[src/lmc_pkg.sv]
// ----------------------------------------------------------------------------
// lmc_pkg
// Shared types and constants for the LED mode cycler with fade.
// ----------------------------------------------------------------------------
`default_nettype none

package lmc_pkg;

  localparam int unsigned TimeW   = 32;
  localparam int unsigned IvW     = 16;
  localparam int unsigned DutyW   = 8;
  localparam int unsigned ModeW   = 2;
  localparam int unsigned BeepW   = 2;
  localparam int unsigned CfgIdxW = 2;
  localparam int unsigned CfgDatW = 16;

  // operating modes
  localparam logic [ModeW-1:0] MODE_OFF   = 2'd0;
  localparam logic [ModeW-1:0] MODE_BLINK = 2'd1;
  localparam logic [ModeW-1:0] MODE_BOTH  = 2'd2;
  localparam logic [ModeW-1:0] MODE_FADE  = 2'd3;

  // beep event codes
  localparam logic [BeepW-1:0] BEEP_NONE  = 2'd0;
  localparam logic [BeepW-1:0] BEEP_MODE  = 2'd1;
  localparam logic [BeepW-1:0] BEEP_RESET = 2'd2;

  // configuration register indexes
  localparam logic [CfgIdxW-1:0] CFG_DEBOUNCE  = 2'd0;
  localparam logic [CfgIdxW-1:0] CFG_BLINK_IV  = 2'd1;
  localparam logic [CfgIdxW-1:0] CFG_FADE_IV   = 2'd2;
  localparam logic [CfgIdxW-1:0] CFG_FADE_STEP = 2'd3;

  // configuration reset values
  localparam logic [IvW-1:0]   DEBOUNCE_RST  = 16'd200;
  localparam logic [IvW-1:0]   BLINK_IV_RST  = 16'd400;
  localparam logic [IvW-1:0]   FADE_IV_RST   = 16'd30;
  localparam logic [DutyW-1:0] FADE_STEP_RST = 8'd4;

  localparam logic [DutyW-1:0] DUTY_MAX = 8'd255;

  typedef struct packed {
    logic [IvW-1:0]   press_gap;
    logic [IvW-1:0]   blink_interval_ms;
    logic [IvW-1:0]   fade_interval_ms;
    logic [DutyW-1:0] duty_step;
  } cfg_t;

  typedef struct packed {
    logic [TimeW-1:0] now_ms;
    logic             mode_button;
    logic             reset_button;
  } sample_t;

  typedef struct packed {
    logic [ModeW-1:0] mode_now;
    logic             led_a_level;
    logic             led_b_level;
    logic             indicator_level;
    logic             pwm_active;
    logic [DutyW-1:0] duty;
    logic [BeepW-1:0] beep_event;
  } result_t;

endpackage

`default_nettype wire

[src/lmc_if.sv]
// ----------------------------------------------------------------------------
// lmc_if
// Valid/ready channels: sample input, result output and configuration write.
// ----------------------------------------------------------------------------
`default_nettype none

interface lmc_in_if;
  logic                       valid;
  logic                       ready;
  logic [lmc_pkg::TimeW-1:0]  now_ms;
  logic                       mode_button;
  logic                       reset_button;

  modport source (output valid, now_ms, mode_button, reset_button, input ready);
  modport sink   (input valid, now_ms, mode_button, reset_button, output ready);
endinterface

interface lmc_out_if;
  logic                       valid;
  logic                       ready;
  logic [lmc_pkg::ModeW-1:0]  mode_now;
  logic                       led_a_level;
  logic                       led_b_level;
  logic                       indicator_level;
  logic                       pwm_active;
  logic [lmc_pkg::DutyW-1:0]  duty;
  logic [lmc_pkg::BeepW-1:0]  beep_event;

  modport source (output valid, mode_now, led_a_level, led_b_level, indicator_level,
                  pwm_active, duty, beep_event, input ready);
  modport sink   (input valid, mode_now, led_a_level, led_b_level, indicator_level,
                  pwm_active, duty, beep_event, output ready);
endinterface

interface lmc_cfg_if;
  logic                         valid;
  logic                         ready;
  logic [lmc_pkg::CfgIdxW-1:0]  index;
  logic [lmc_pkg::CfgDatW-1:0]  data;

  modport source (output valid, index, data, input ready);
  modport sink   (input valid, index, data, output ready);
endinterface

`default_nettype wire

[src/lmc_cfg.sv]
// ----------------------------------------------------------------------------
// lmc_cfg
// Configuration register file, written through the cfg channel.
// ----------------------------------------------------------------------------
`default_nettype none

module lmc_cfg (
  input  wire logic          clk_i,
  input  wire logic          rst_ni,
  input  wire logic          wr_en_i,
  input  wire logic [lmc_pkg::CfgIdxW-1:0] wr_idx_i,
  input  wire logic [lmc_pkg::CfgDatW-1:0] wr_data_i,
  output lmc_pkg::cfg_t      cfg_o
);

  lmc_pkg::cfg_t cfg_q;
  lmc_pkg::cfg_t cfg_d;

  always_comb begin
    cfg_d = cfg_q;
    if (wr_en_i) begin
      unique case (wr_idx_i)
        lmc_pkg::CFG_DEBOUNCE:  cfg_d.press_gap         = wr_data_i;
        lmc_pkg::CFG_BLINK_IV:  cfg_d.blink_interval_ms = wr_data_i;
        lmc_pkg::CFG_FADE_IV:   cfg_d.fade_interval_ms  = wr_data_i;
        lmc_pkg::CFG_FADE_STEP: cfg_d.duty_step         = wr_data_i[lmc_pkg::DutyW-1:0];
      endcase
    end
  end

  always_ff @(posedge clk_i or negedge rst_ni) begin
    if (!rst_ni) begin
      cfg_q.press_gap         <= lmc_pkg::DEBOUNCE_RST;
      cfg_q.blink_interval_ms <= lmc_pkg::BLINK_IV_RST;
      cfg_q.fade_interval_ms  <= lmc_pkg::FADE_IV_RST;
      cfg_q.duty_step         <= lmc_pkg::FADE_STEP_RST;
    end else begin
      cfg_q <= cfg_d;
    end
  end

  assign cfg_o = cfg_q;

endmodule

`default_nettype wire

[src/lmc_engine.sv]
// ----------------------------------------------------------------------------
// lmc_engine
// Mode state and per-sample update: debounce, mode entry, blink and fade.
// ----------------------------------------------------------------------------
`default_nettype none

module lmc_engine (
  input  wire logic            clk_i,
  input  wire logic            rst_ni,
  input  wire logic            step_i,
  input  wire lmc_pkg::cfg_t   cfg_i,
  input  wire lmc_pkg::sample_t smp_i,
  output lmc_pkg::result_t     res_o
);

  logic [lmc_pkg::ModeW-1:0] mode_q, mode_d;
  logic [lmc_pkg::TimeW-1:0] press_q, press_d;
  logic [lmc_pkg::TimeW-1:0] stept_q, stept_d;
  logic [lmc_pkg::DutyW-1:0] level_q, level_d;
  logic                      rising_q, rising_d;
  logic                      mb_q, rb_q;
  logic                      led_a_q, led_a_d;
  logic                      led_b_q, led_b_d;
  logic                      ind_q, ind_d;

  logic [lmc_pkg::TimeW-1:0] el_mode, el_rst, el_step;
  logic                      mode_hit, rst_hit;
  logic [lmc_pkg::BeepW-1:0] beep;
  logic signed [lmc_pkg::DutyW+1:0] fv;

  always_comb begin
    mode_d   = mode_q;
    press_d  = press_q;
    stept_d  = stept_q;
    level_d  = level_q;
    rising_d = rising_q;
    led_a_d  = led_a_q;
    led_b_d  = led_b_q;
    ind_d    = ind_q;
    beep     = lmc_pkg::BEEP_NONE;
    fv       = '0;

    // mode button: debounced falling edge
    el_mode  = smp_i.now_ms - press_q;
    mode_hit = !smp_i.mode_button && mb_q &&
               (el_mode > {16'd0, cfg_i.press_gap});
    if (mode_hit) begin
      press_d = smp_i.now_ms;
      mode_d  = mode_q + 2'd1;
      beep    = lmc_pkg::BEEP_MODE;
    end

    // reset button, checked against the press time just updated
    el_rst  = smp_i.now_ms - press_d;
    rst_hit = !smp_i.reset_button && rb_q &&
              (el_rst > {16'd0, cfg_i.press_gap});
    if (rst_hit) begin
      press_d = smp_i.now_ms;
      mode_d  = lmc_pkg::MODE_OFF;
      beep    = lmc_pkg::BEEP_RESET;
    end

    // mode entry
    if (mode_hit || rst_hit) begin
      led_a_d = 1'b0;
      led_b_d = 1'b0;
      ind_d   = 1'b0;
      unique case (mode_d)
        lmc_pkg::MODE_BLINK: begin
          led_a_d = 1'b1;
          ind_d   = 1'b1;
          stept_d = smp_i.now_ms;
        end
        lmc_pkg::MODE_BOTH: begin
          led_a_d = 1'b1;
          led_b_d = 1'b1;
        end
        lmc_pkg::MODE_FADE: begin
          level_d  = '0;
          rising_d = 1'b1;
          ind_d    = 1'b1;
        end
        lmc_pkg::MODE_OFF: ;
      endcase
    end

    el_step = smp_i.now_ms - stept_d;
    if (mode_d == lmc_pkg::MODE_BLINK) begin
      if (el_step >= {16'd0, cfg_i.blink_interval_ms}) begin
        stept_d = smp_i.now_ms;
        led_a_d = !led_a_d;
        led_b_d = !led_b_d;
      end
    end else if (mode_d == lmc_pkg::MODE_FADE) begin
      if (el_step >= {16'd0, cfg_i.fade_interval_ms}) begin
        stept_d = smp_i.now_ms;
        if (rising_d) begin
          fv = $signed({2'b00, level_d}) + $signed({2'b00, cfg_i.duty_step});
        end else begin
          fv = $signed({2'b00, level_d}) - $signed({2'b00, cfg_i.duty_step});
        end
        // clamp to the duty range and turn at the ends
        if (fv >= $signed({2'b00, lmc_pkg::DUTY_MAX})) begin
          level_d  = lmc_pkg::DUTY_MAX;
          rising_d = 1'b0;
        end else if (fv <= 10'sd0) begin
          level_d  = '0;
          rising_d = 1'b1;
        end else begin
          level_d  = fv[lmc_pkg::DutyW-1:0];
        end
      end
    end

    res_o.mode_now        = mode_d;
    res_o.led_a_level     = led_a_d;
    res_o.led_b_level     = led_b_d;
    res_o.indicator_level = ind_d;
    res_o.pwm_active      = (mode_d == lmc_pkg::MODE_FADE);
    res_o.duty            = (mode_d == lmc_pkg::MODE_FADE) ? level_d : '0;
    res_o.beep_event      = beep;
  end

  always_ff @(posedge clk_i or negedge rst_ni) begin
    if (!rst_ni) begin
      mode_q   <= lmc_pkg::MODE_OFF;
      press_q  <= '0;
      stept_q  <= '0;
      level_q  <= '0;
      rising_q <= 1'b1;
      mb_q     <= 1'b1;
      rb_q     <= 1'b1;
      led_a_q  <= 1'b0;
      led_b_q  <= 1'b0;
      ind_q    <= 1'b0;
    end else if (step_i) begin
      mode_q   <= mode_d;
      press_q  <= press_d;
      stept_q  <= stept_d;
      level_q  <= level_d;
      rising_q <= rising_d;
      mb_q     <= smp_i.mode_button;
      rb_q     <= smp_i.reset_button;
      led_a_q  <= led_a_d;
      led_b_q  <= led_b_d;
      ind_q    <= ind_d;
    end
  end

endmodule

`default_nettype wire

[src/led_mode_cycler_with_fade.sv]
// ----------------------------------------------------------------------------
// led_mode_cycler_with_fade
// Four-mode LED controller with debounced buttons, blink and PWM fade.
// ----------------------------------------------------------------------------
//  channel  dir  payload                                       handshake
//  in_i     in   now_ms, mode_button, reset_button             valid/ready
//  out_o    out  mode_now, led_a/b_level, indicator_level,     valid/ready
//                pwm_active, duty, beep_event
//  cfg_i    in   index (0..3), data                            valid/ready
//
//  One sample per clock sustained while out_o is not stalled; a result is
//  valid on out_o after its sample is taken (sample, then result register).
//  The mode/fade update is one combinational pass between those registers.
//  A stalled result holds the pipeline; the sample register fills only if empty.
//  Reset restores the default intervals and clears all mode state.
// ----------------------------------------------------------------------------
`default_nettype none

module led_mode_cycler_with_fade (
  input  wire logic   clk_i,
  input  wire logic   rst_ni,
  lmc_in_if.sink      in_i,
  lmc_out_if.source   out_o,
  lmc_cfg_if.sink     cfg_i
);

  lmc_pkg::cfg_t    cfg;
  lmc_pkg::sample_t smp_q;
  lmc_pkg::result_t res_d, res_q;
  logic             smp_vld_q;
  logic             out_vld_q;
  logic             advance;

  assign cfg_i.ready = 1'b1;

  lmc_cfg u_cfg (
    .clk_i     (clk_i),
    .rst_ni    (rst_ni),
    .wr_en_i   (cfg_i.valid),
    .wr_idx_i  (cfg_i.index),
    .wr_data_i (cfg_i.data),
    .cfg_o     (cfg)
  );

  assign advance    = smp_vld_q && (!out_vld_q || out_o.ready);
  assign in_i.ready = !smp_vld_q || advance;

  always_ff @(posedge clk_i or negedge rst_ni) begin
    if (!rst_ni) begin
      smp_vld_q <= 1'b0;
      out_vld_q <= 1'b0;
    end else begin
      if (in_i.ready) begin
        smp_vld_q <= in_i.valid;
      end
      if (advance) begin
        out_vld_q <= 1'b1;
      end else if (out_o.ready) begin
        out_vld_q <= 1'b0;
      end
    end
  end

  always_ff @(posedge clk_i) begin
    if (in_i.valid && in_i.ready) begin
      smp_q.now_ms       <= in_i.now_ms;
      smp_q.mode_button  <= in_i.mode_button;
      smp_q.reset_button <= in_i.reset_button;
    end
    if (advance) begin
      res_q <= res_d;
    end
  end

  lmc_engine u_engine (
    .clk_i  (clk_i),
    .rst_ni (rst_ni),
    .step_i (advance),
    .cfg_i  (cfg),
    .smp_i  (smp_q),
    .res_o  (res_d)
  );

  assign out_o.valid           = out_vld_q;
  assign out_o.mode_now        = res_q.mode_now;
  assign out_o.led_a_level     = res_q.led_a_level;
  assign out_o.led_b_level     = res_q.led_b_level;
  assign out_o.indicator_level = res_q.indicator_level;
  assign out_o.pwm_active      = res_q.pwm_active;
  assign out_o.duty            = res_q.duty;
  assign out_o.beep_event      = res_q.beep_event;

`ifndef SYNTHESIS
  a_fade_leds_off: assert property (@(posedge clk_i) disable iff (!rst_ni)
    out_o.valid && out_o.pwm_active |-> !out_o.led_a_level && !out_o.led_b_level)
    else $error("LED levels high while fading");

  a_reset_beep_off: assert property (@(posedge clk_i) disable iff (!rst_ni)
    out_o.valid && out_o.beep_event == lmc_pkg::BEEP_RESET
      |-> out_o.mode_now == lmc_pkg::MODE_OFF)
    else $error("reset beep without mode off");

  a_duty_only_fade: assert property (@(posedge clk_i) disable iff (!rst_ni)
    out_o.valid && out_o.duty != '0 |-> out_o.pwm_active)
    else $error("duty outside fade mode");

  a_no_result_without_sample: assert property (@(posedge clk_i) disable iff (!rst_ni)
    !out_vld_q && !smp_vld_q |=> !out_vld_q)
    else $error("result raised with no sample pending");
`endif

endmodule

`default_nettype wire

[src/flat_wrapper.sv]
// flat-port wrapper written by rule: the top's interface ports become plain ports
module led_mode_cycler_with_fade_flat 
  (clk_i, rst_ni, in_i_valid, in_i_now_ms, in_i_mode_button, in_i_reset_button, in_i_ready, out_o_valid, out_o_mode_now, out_o_led_a_level, out_o_led_b_level, out_o_indicator_level, out_o_pwm_active, out_o_duty, out_o_beep_event, out_o_ready, cfg_i_valid, cfg_i_index, cfg_i_data, cfg_i_ready);
  lmc_in_if in_i_i ();
  lmc_out_if out_o_i ();
  lmc_cfg_if cfg_i_i ();
  input  wire logic clk_i;
  input  wire logic rst_ni;
  input wire logic [$bits(in_i_i.valid)-1:0] in_i_valid;
  input wire logic [$bits(in_i_i.now_ms)-1:0] in_i_now_ms;
  input wire logic [$bits(in_i_i.mode_button)-1:0] in_i_mode_button;
  input wire logic [$bits(in_i_i.reset_button)-1:0] in_i_reset_button;
  output wire logic [$bits(in_i_i.ready)-1:0] in_i_ready;
  output wire logic [$bits(out_o_i.valid)-1:0] out_o_valid;
  output wire logic [$bits(out_o_i.mode_now)-1:0] out_o_mode_now;
  output wire logic [$bits(out_o_i.led_a_level)-1:0] out_o_led_a_level;
  output wire logic [$bits(out_o_i.led_b_level)-1:0] out_o_led_b_level;
  output wire logic [$bits(out_o_i.indicator_level)-1:0] out_o_indicator_level;
  output wire logic [$bits(out_o_i.pwm_active)-1:0] out_o_pwm_active;
  output wire logic [$bits(out_o_i.duty)-1:0] out_o_duty;
  output wire logic [$bits(out_o_i.beep_event)-1:0] out_o_beep_event;
  input wire logic [$bits(out_o_i.ready)-1:0] out_o_ready;
  input wire logic [$bits(cfg_i_i.valid)-1:0] cfg_i_valid;
  input wire logic [$bits(cfg_i_i.index)-1:0] cfg_i_index;
  input wire logic [$bits(cfg_i_i.data)-1:0] cfg_i_data;
  output wire logic [$bits(cfg_i_i.ready)-1:0] cfg_i_ready;
  assign in_i_i.valid = in_i_valid;
  assign in_i_i.now_ms = in_i_now_ms;
  assign in_i_i.mode_button = in_i_mode_button;
  assign in_i_i.reset_button = in_i_reset_button;
  assign in_i_ready = in_i_i.ready;
  assign out_o_valid = out_o_i.valid;
  assign out_o_mode_now = out_o_i.mode_now;
  assign out_o_led_a_level = out_o_i.led_a_level;
  assign out_o_led_b_level = out_o_i.led_b_level;
  assign out_o_indicator_level = out_o_i.indicator_level;
  assign out_o_pwm_active = out_o_i.pwm_active;
  assign out_o_duty = out_o_i.duty;
  assign out_o_beep_event = out_o_i.beep_event;
  assign out_o_i.ready = out_o_ready;
  assign cfg_i_i.valid = cfg_i_valid;
  assign cfg_i_i.index = cfg_i_index;
  assign cfg_i_i.data = cfg_i_data;
  assign cfg_i_ready = cfg_i_i.ready;
  led_mode_cycler_with_fade u_core (.clk_i(clk_i), .rst_ni(rst_ni), .in_i(in_i_i), .out_o(out_o_i), .cfg_i(cfg_i_i));
endmodule
[config.mk]
export PLATFORM = sky130hd
export DESIGN_NAME = led_mode_cycler_with_fade_flat
export DESIGN_NICKNAME = d
export VERILOG_FILES = /design/src/lmc_pkg.sv /design/src/lmc_if.sv /design/src/lmc_cfg.sv /design/src/lmc_engine.sv /design/src/led_mode_cycler_with_fade.sv /design/src/flat_wrapper.sv
export SDC_FILE = /design/constraint.sdc
export NUM_CORES = 1
export LEC_CHECK = 0
export CAP_MARGIN = 10
export CORE_ASPECT_RATIO = 1.5
export CORE_MARGIN = 2
export CORE_UTILIZATION = 50
export CTS_BUF_LIST = sky130_fd_sc_hd__clkbuf_4 sky130_fd_sc_hd__clkbuf_8
export DETAILED_ROUTE_END_ITERATION = 12
export DONT_BUFFER_PORTS = 1
export PLACE_DENSITY = 0.68
export SYNTH_ARGS = -nofsm -noshare
export SYNTH_HDL_FRONTEND = slang
export SYNTH_SLANG_ARGS = --single-unit
export TNS_END_PERCENT = 100
[constraint.sdc]
create_clock -name clk_i -period 15.3 [get_ports clk_i]
set_input_delay 0.765 -clock clk_i [delete_from_list [all_inputs] [get_ports clk_i]]
set_output_delay 0.765 -clock clk_i [all_outputs]
set_load 0.05 [all_outputs]
=== After elaboration in Yosys (flattened, before gate mapping) ===
Index checks and enable logic that the tools add are counted.

* Bits in registers: 188
* Input port bits: 57
* Output and inout port bits: 19
* Logic and storage cells: 108

* $add $sub $neg: 6
* Order comparisons: 6
* Eq/ne operators: 6
* Multiplexer cells: 41
* Reductions and logical operators: 23

{| class="wikitable"
|+ Operators with widths
! cell !! number
|-
| two-way mux 32 bit || 8
|-
| subtractor 32 bit || 3
|-
| >= comparator 32 x 16 -> 1 bit || 2
|-
| greater-than comparator 32 x 16 -> 1 bit || 2
|-
| two-way mux 8 bit || 7
|-
| two-way mux 10 bit || 4
|-
| two-way mux 1 bit || 20
|-
| >= comparator 10 x 9 -> 1 bit, second input constant || 1
|-
| <= comparator 10 x 1 -> 1 bit, second input constant || 1
|-
| adder 8 x 8 -> 9 bit || 1
|-
| subtractor 8 x 8 -> 9 bit || 1
|-
| equality test 2 bit, second input constant || 4
|-
| AND reduction 2 bit || 4
|-
| logical AND 1 bit || 6
|-
| logical NOT 1 bit || 6
|-
| equality test 2 x 1 -> 1 bit, second input constant || 2
|-
| two-way mux 2 bit || 2
|-
| OR reduction 2 bit || 2
|-
| logical OR 1 bit || 3
|-
| adder 2 x 1 -> 2 bit, second input constant || 1
|-
| logical NOT 2 bit || 1
|-
| nonzero test 2 bit || 1
|}

=== Longest topological paths before layout ===
Gate-level depths: netlist (run 1).

* Word-level depth: 22
* Mapped depth: 87
* Gate-level depth less buffers: 79

=== Modules after synthesis ===
From an unflattened synthesis (run 1), not the netlist that was laid out.

* Cell total of the unflattened synthesis: 2,001
* Area, all modules: 17,372.9 µm²

{| class="wikitable"
|+ By module, submodules not included
! module !! instances !! cells an instance !! area each (µm²) !! seq. area each (µm²)
|-
| lmc_engine || 1 || 1,822 || 13,634.3 || 2,005.7
|-
| lmc_cfg || 1 || 119 || 2,122.0 || 1,415.1
|-
| led_mode_cycler_with_fade || 1 || 60 || 1,616.6 || 1,551.5
|}

=== Least setup slack after synthesis (run 1) ===
Ideal clock, no wire load.

* Kind: reg2reg
* Start point: register u_core.smp_q[3] in the netlist's numbering
* End point: register u_core.u_engine.stept_q[12] in the netlist's numbering
* Library setup time: 0.125 ns
* Arrival time: 15.609 ns
* Data required time: 15.175 ns
* Path slack: -0.434 ns
* Stages on the path, launching flop included: 82
* Path buffers: 6
* Clock period less this slack: 15.734 ns
* Cells stage by stage: edfxtp_1 inv_1 fa_1 nor2b_1 o2111ai_1 a211oi_1 nor2_1 xnor2_1 ha_1 nand4_1 or3_1 a21oi_1 a2111oi_0 o21bai_1 or2_2 or4_4 o21ai_4 buf_2 [... 46 more ...] a21o_1 a21o_1 a21oi_1 nor2b_1 o21ai_0 nand2b_1 a21oi_1 nor2b_1 o21ai_0 nand2b_1 a21o_1 a21o_1 a21oi_1 nand2_1 o21ai_4 a31oi_4 buf_6 mux2_4

{| class="wikitable"
|+ RTL lines
! item !! line !! text
|-
| start, declared || led_mode_cycler_with_fade.sv:28 || <nowiki>lmc_pkg::sample_t smp_q;</nowiki>
|-
| end signal, assigned || lmc_engine.sv:139 || <nowiki>stept_q <= stept_d;</nowiki>
|-
| end, declared || lmc_engine.sv:18 || <nowiki>logic [lmc_pkg::TimeW-1:0] stept_q, stept_d;</nowiki>
|}

==> results of run 1 <==
## sequential cells by signal, summed over array words and instances (netlist names), 2 cells and up
name,cells
u_core.out_o.mode_now,2
u_core.u_engine.mode_q,2
u_core.u_engine.press_q,32
u_core.u_cfg.cfg_o,56
u_core.out_o.beep_event,2
u_core.smp_q,34
u_core.u_engine.stept_q,32
u_core.out_o.duty,8
u_core.u_engine.level_q,8
## final timing paths
check,start,end,slack [ns]
max in group asynchronous,rst_ni,u_core.u_engine.stept_q[21],14.55
min in group clk_i,in_i_now_ms[15],u_core.smp_q[17],0.34
worst min register to register,u_core.u_engine.rb_q,u_core.u_engine.rb_q,0.47
worst max-delay path,u_core.smp_q[2],u_core.u_engine.stept_q[5],0.77
worst max register to register,u_core.smp_q[2],u_core.u_engine.stept_q[5],0.77
worst min-delay path,rst_ni,u_core.u_cfg.cfg_o[43],0.08
## where the power goes
group          switching, mW  total, mW  internal, mW
clock                  0.208      0.343         0.134
combinational           1.42       2.44          1.02
sequential             0.108      0.755         0.648
total                   1.73       3.53          1.80
## kinds of logic after synthesis
group,after synthesis
buffers and inverters,219
adders and majority gates,183
and+or+nand+nor,636
muxes,125
xor gates and xnor gates,72
other,1
AOI/OAI and AO/OA,602
DFF,188
## Yosys cell counts (48+ instances only)
cell	count	area (µm²)
clkbuf_1	57	214
o21ai_0	139	696
nand2b_1	52	325
a21oi_1	164	821
nand2_1	186	698
nor2_1	163	612
inv_1	136	510
mux2_2	54	608
xnor2_1	48	420
a21o_1	71	533
ha_1	163	2040
dfrtp_1	124	3100
edfxtp_1	50	1500
## layer usage
metal,global-route usage [%],wire [µm],up-vias
met5,0,0,-
met4,19.0,3860,0
met3,4.02,2270,153
met2,53.5,27200,486
met1,32.8,20700,7507
li1,-,-,7385
## what timing repair did
action / CTS / global route
pin swaps: 1 / 20
cloned: 0 / 1
gates resized for setup: 7 / 54
hold buffers: 1 / 0
setup buffers: 1 / 16
endpoints found under the hold margin: 124 / 0
setup endpoints to repair: 52 / 53
## area by class of cell
| class | count | area share (%) |
|---|---|---|
| multi-input cells | 1619 | 62.2 |
| flip-flops and latches | 188 | 26.5 |
| repair buffers | 81 | 3.62 |
| well taps | 425 | 2.84 |
| inverters | 137 | 2.74 |
| clock buffers | 17 | 1.25 |
| clock inverters | 15 | 0.808 |
| diodes | 2 | 0.0267 |
==> results.py, run 1 <==
metrics = {
    "synthesis": {
        "seq_area_frac_synth_pct": 28.8,
        "synth_nets": 2250,
        "synthFlopType": "dfrtp_1",
        "synth_compound_area_share_pct": 22.6,
        "syn_area_per_cell_um2": 8.52,
        "ys_types": 91,
        "synth-simple-area-share_pct": 18.2,
        "synth_area_mm2": 0.0173,
        "synth_edf_count": 50,
        "async_reset_ff_share_pct": 73.4,
        "yosys.area_share.adder_pct": 13.2,
        "synth.area.mux_share_pct": 8.42,
        "synth-xor-area-share_pct": 3.65,
        "yosys_warnings": 0,
        "synth_top_family_by_area": "compound AO/OA/AOI/OAI gates",
        "synth-seq-cells": 188,
        "synthCells": 2026,
    },
    "routing": {
        "vias": 15500,
        "postRouteAntennaNets": 0,
        "wl_per_cell_um": 21.8,
        "drc": 0,
        "drt-pass1-iter-count": 5,
        "wirelength_mm": 54.1,
        "drt_iter0_drc": 1048,
        "vias_per_cell": 6.25,
    },
    "cts": {
        "clk_pin_slew_ns": 0.11,
        "cts_htree_levels": 4,
        "clk_latency_ns": 0.52,
        "cts.sinks": 188,
        "cts_root_buffer": "clkbuf_8",
        "tritoncts": "yes",
        "clk_path_buf_depth": 2,
        "cts_made_buffers": 17,
    },
    "floorplanning": {
        "die_h_um": 232,
        "initial_utilization_pct": 50.5,
        "rows": 83,
        "die_w_um": 156,
        "die_area_mm2": 0.0361,
        "io_pins": 76,
        "core-area_mm2": 0.0342,
    },
    "timing": {
        "fmax_mhz": 68.8,
        "skew_ns": 0.0247,
        "slew_viol_final": 0,
        "min_period_ns": 14.53,
        "setup_viol": 0,
        "post-route-period-util_pct": 94.9,
        "hold_slack_ns": 0.0848,
        "relSlewSlack_pct": 33.0,
        "worst_slack_ns": 0.774,
        "hold_viol": 0,
        "worst_pin_slew_ns": 1.00,
        "finalSetupTns_ns": 0,
    },
    "grt": {
        "first_global_vias": 14900,
        "grt_pass1_wl_mm": 83.0,
        "antenna_found_initial": 2,
        "grt_max_degree": 125,
        "overflow": 0,
        "grt_usage_pct": 29.8,
    },
    "worst_setup_path": {
        "cp_slowest_cell": "or4_1",
        "crit_path_max_fanout": 8,
        "crit_family": "compound AO/OA/AOI/OAI gates",
        "cp-end-kind": "register",
        "start_kind": "register",
        "cp_data_required_time_ns": 15.71,
        "worstSetupPathType": "register to register",
        "arrival_ns": 14.93,
        "cpPeakStageDelay_ns": 0.51,
        "crit_buf_inv": 6,
        "rr_worst_depth": 75,
        "crit_cells": 75,
    },
    "power": {
        "total_power_mw": 3.53,
        "p_leak_nw": 8.24,
        "ir_drop_mv": 0.0850,
        "powerDensity_mw_per_mm2": 189,
    },
    "place": {
        "dp_hpwl_mm": 42.8,
        "gp_congestion": 0.989,
        "dpl-instance-area_mm2": 0.0179,
        "dp.cells": 2431,
        "pre_cts_slack_ns": -0.235,
        "port_buffers": 0,
    },
    "cells_and_area": {
        "fillers": 3175,
        "area.growth.synth_to_final_pct": 8.51,
        "multiInputGateArea_mm2": 0.0116,
        "layout_commonest_cell": "nand2_1",
        "fin_util_pct": 54.8,
        "drive_above_1_share_pct": 13.9,
        "final_cells": 2484,
        "final_cell_mix": "nand2_1, nor2_1, ha_1",
        "fin_nets": 2268,
        "stdcell_area_mm2": 0.0187,
        "seqCellArea_mm2": 0.00497,
    },
    "job": {
        "drv_cap": 0,
    },
    "min_path": {
        "min_path_type": "input port to async pin",
    },
    "outcome": {
        "status": "completed",
    },
}
No activity file was read; power rests on OpenSTA's default activity.
==> run 2, diff against run 1 <==
--- a/config.mk
+++ b/config.mk
@@ -15,5 +15,6 @@
 export PLACE_DENSITY = 0.68
 export SYNTH_ARGS = -nofsm -noshare
 export SYNTH_HDL_FRONTEND = slang
+export SYNTH_HIERARCHICAL = 1
 export SYNTH_SLANG_ARGS = --single-unit
 export TNS_END_PERCENT = 100
==> results.py, run 2 <==
metrics = {
    "place": {
        "dp_hpwl_mm": 45.1,
        "dp.cells": 2430,
        "port_buffers": 0,
        "gp_congestion": 1.01,
        "dpl-instance-area_mm2": 0.0183,
    },
    "routing": {
        "wl_per_cell_um": 23.5,
        "wirelength_mm": 59.5,
        "drc": 0,
        "drt-pass1-iter-count": 6,
        "postRouteAntennaNets": 0,
        "vias": 16100,
        "drt_iter0_drc": 1384,
        "vias_per_cell": 6.36,
    },
    "worst_setup_path": {
        "cpPeakStageDelay_ns": 0.55,
        "arrival_ns": 15.53,
        "start_kind": "register",
        "worstSetupPathType": "register to register",
        "crit_path_max_fanout": 8,
        "cp-end-kind": "register",
        "cp_slowest_cell": "or4_4",
        "crit_buf_inv": 11,
        "cp_data_required_time_ns": 15.70,
        "crit_family": "compound AO/OA/AOI/OAI gates",
    },
    "synthesis": {
        "synth.top_cell.area_share_pct": 17.9,
        "synth-seq-cells": 188,
        "synth_area_leader_cell": "dfrtp_1",
        "synth_area_leaders": "dfrtp_1, ha_1, edfxtp_1, a21oi_1, mux2_2",
        "yosys-top-cells-count": "nor2_1, ha_1, nand2_1, a21oi_1, inv_1",
        "synth_edf_count": 50,
        "yosys_warnings": 6,
        "synth_area_mm2": 0.0174,
        "syn_area_per_cell_um2": 8.68,
        "synthFlopType": "dfrtp_1",
        "synth_most_common_cell": "nor2_1",
        "async_reset_ff_share_pct": 73.4,
        "synthCells": 2001,
        "ys_types": 102,
        "synth_nets": 2225,
        "seq_area_frac_synth_pct": 28.6,
    },
    "floorplanning": {
        "core-area_mm2": 0.0343,
        "die_area_mm2": 0.0363,
        "io_pins": 76,
        "die_w_um": 156,
        "initial_utilization_pct": 50.7,
        "rows": 83,
        "die_h_um": 232,
    },
    "cts": {
        "clk_latency_ns": 0.52,
        "clk_pin_slew_ns": 0.12,
        "cts_htree_levels": 4,
        "tritoncts": "yes",
        "cts_made_buffers": 17,
        "cts.sinks": 188,
        "clk_path_buf_depth": 2,
        "cts_root_buffer": "clkbuf_8",
    },
    "cells_and_area": {
        "fin_nets": 2314,
        "area.growth.synth_to_final_pct": 14.4,
        "final_cells": 2529,
        "layout_commonest_cell": "nor2_1",
        "fillers": 3083,
        "final_cell_mix": "nor2_1, nand2_1, ha_1",
        "largest_reg_flops": 56,
        "stdcell_area_mm2": 0.0199,
        "drive_above_1_share_pct": 19.9,
    },
    "power": {
        "total_power_mw": 3.83,
        "powerDensity_mw_per_mm2": 193,
        "p_leak_nw": 9.10,
        "ir_drop_mv": 0.0849,
    },
    "grt": {
        "antenna_found_initial": 1,
        "grt_pass1_wl_mm": 87.5,
        "grt_max_degree": 125,
        "grt_usage_pct": 31.8,
        "first_global_vias": 15600,
        "overflow": 0,
    },
    "min_path": {
        "min_path_type": "input port to async pin",
    },
    "outcome": {
        "status": "completed",
    },
    "timing": {
        "skew_ns": 0.0209,
        "fmax_mhz": 66.1,
        "rsz0062_at_grt": "true",
        "setup_viol": 0,
        "relSlewSlack_pct": 38.5,
        "hold_viol": 0,
        "min_period_ns": 15.13,
        "finalSetupTns_ns": 0,
        "post-route-period-util_pct": 98.9,
        "slew_viol_final": 0,
        "worst_pin_slew_ns": 0.921,
    },
    "job": {
        "drv_cap": 0,
    },
}
-- run 2: cell types whose count changed after synthesis, moves of 9 or more --
cell / change
o21ai_0: -29
or3_1: -9
nand2b_1: -16
a31oi_1: +11
a21oi_1: -9
nand2_1: -24
mux2_2: +11
nand3_1: +18
buf_2: -9
-- run 2: routing by layer --
metal  part of all wire, %  global-route usage [%]  wire [µm]
met1                    36                    33.8      21600
met2                    53                    59.9      31400
met3                   4.2                    3.51       2480
met4                   6.8                    18.6       4070
met5                     0                       0          0
-- run 2: cell families after synthesis --
family / synth area share, %
mux: 9.23
simple gates: 17.2
buf+inv: 5.25
compound gates: 23.0
flops: 28.6
other cells: 0.0216
xor+xnor: 3.68
fa+ha+maj: 13.0
-- run 2: timing repair --
action | 4_1_cts | 5_1_grt
cloned | 1 | 3
resized for setup | 12 | 136
pin swaps | 9 | 101
buffers inserted | 25 | 41
endpoints found under the hold margin | 124 | 0
hold buffers | 1 | 0
setup endpoints to repair | 49 | 53
-- run 2: through the flow --
step                setup WS [ns]  hold WS [ns]  utilization [%]
global placement           -0.120         0.464             53.4
finish                      0.167        0.0673             58.0
detailed placement         -0.356         0.475             53.4
global route               -0.408        0.0314             58.0
CTS                      0.000107        0.0295             55.4
floorplan                 0.00511         0.448                -
-- run 2: final timing paths --
kind | from | to | slack (ns) | cells past startpoint
max in group asynchronous | rst_ni | u_core/u_engine/press_q[30] | 14.55 | 1
min | rst_ni | u_core/u_cfg/cfg_o[11] | 0.07 | 0
min in group clk_i | in_i_now_ms[2] | u_core/smp_q[4] | 0.33 | 0
max reg2reg | u_core/u_engine/press_q[0] | u_core/u_engine/stept_q[13] | 0.17 | 73
min reg2reg | u_core/u_engine/level_q[6] | u_core/u_engine/level_q[6] | 0.50 | 1
max | u_core/u_engine/press_q[0] | u_core/u_engine/stept_q[13] | 0.17 | 73
-- run 2: layout make-up --
type | instances | area [µm²] | area share [%]
flip-flops and latches | 188 | 4970 | 25.0
inverters | 143 | 539 | 2.71
clock inverters | 15 | 198 | 0.994
clock buffers | 17 | 234 | 1.18
well taps | 425 | 532 | 2.67
multi-input cells | 1592 | 12100 | 61.0
diodes | 1 | 2.50 | 0.0126
repair buffers | 148 | 1280 | 6.44
-- run 2: report_power, final --
group	internal, mW	switching, mW	total, mW
Sequential	0.647	0.114	0.761
Clock	0.155	0.219	0.373
Combinational	1.15	1.55	2.70
Total	1.95	1.88	3.83
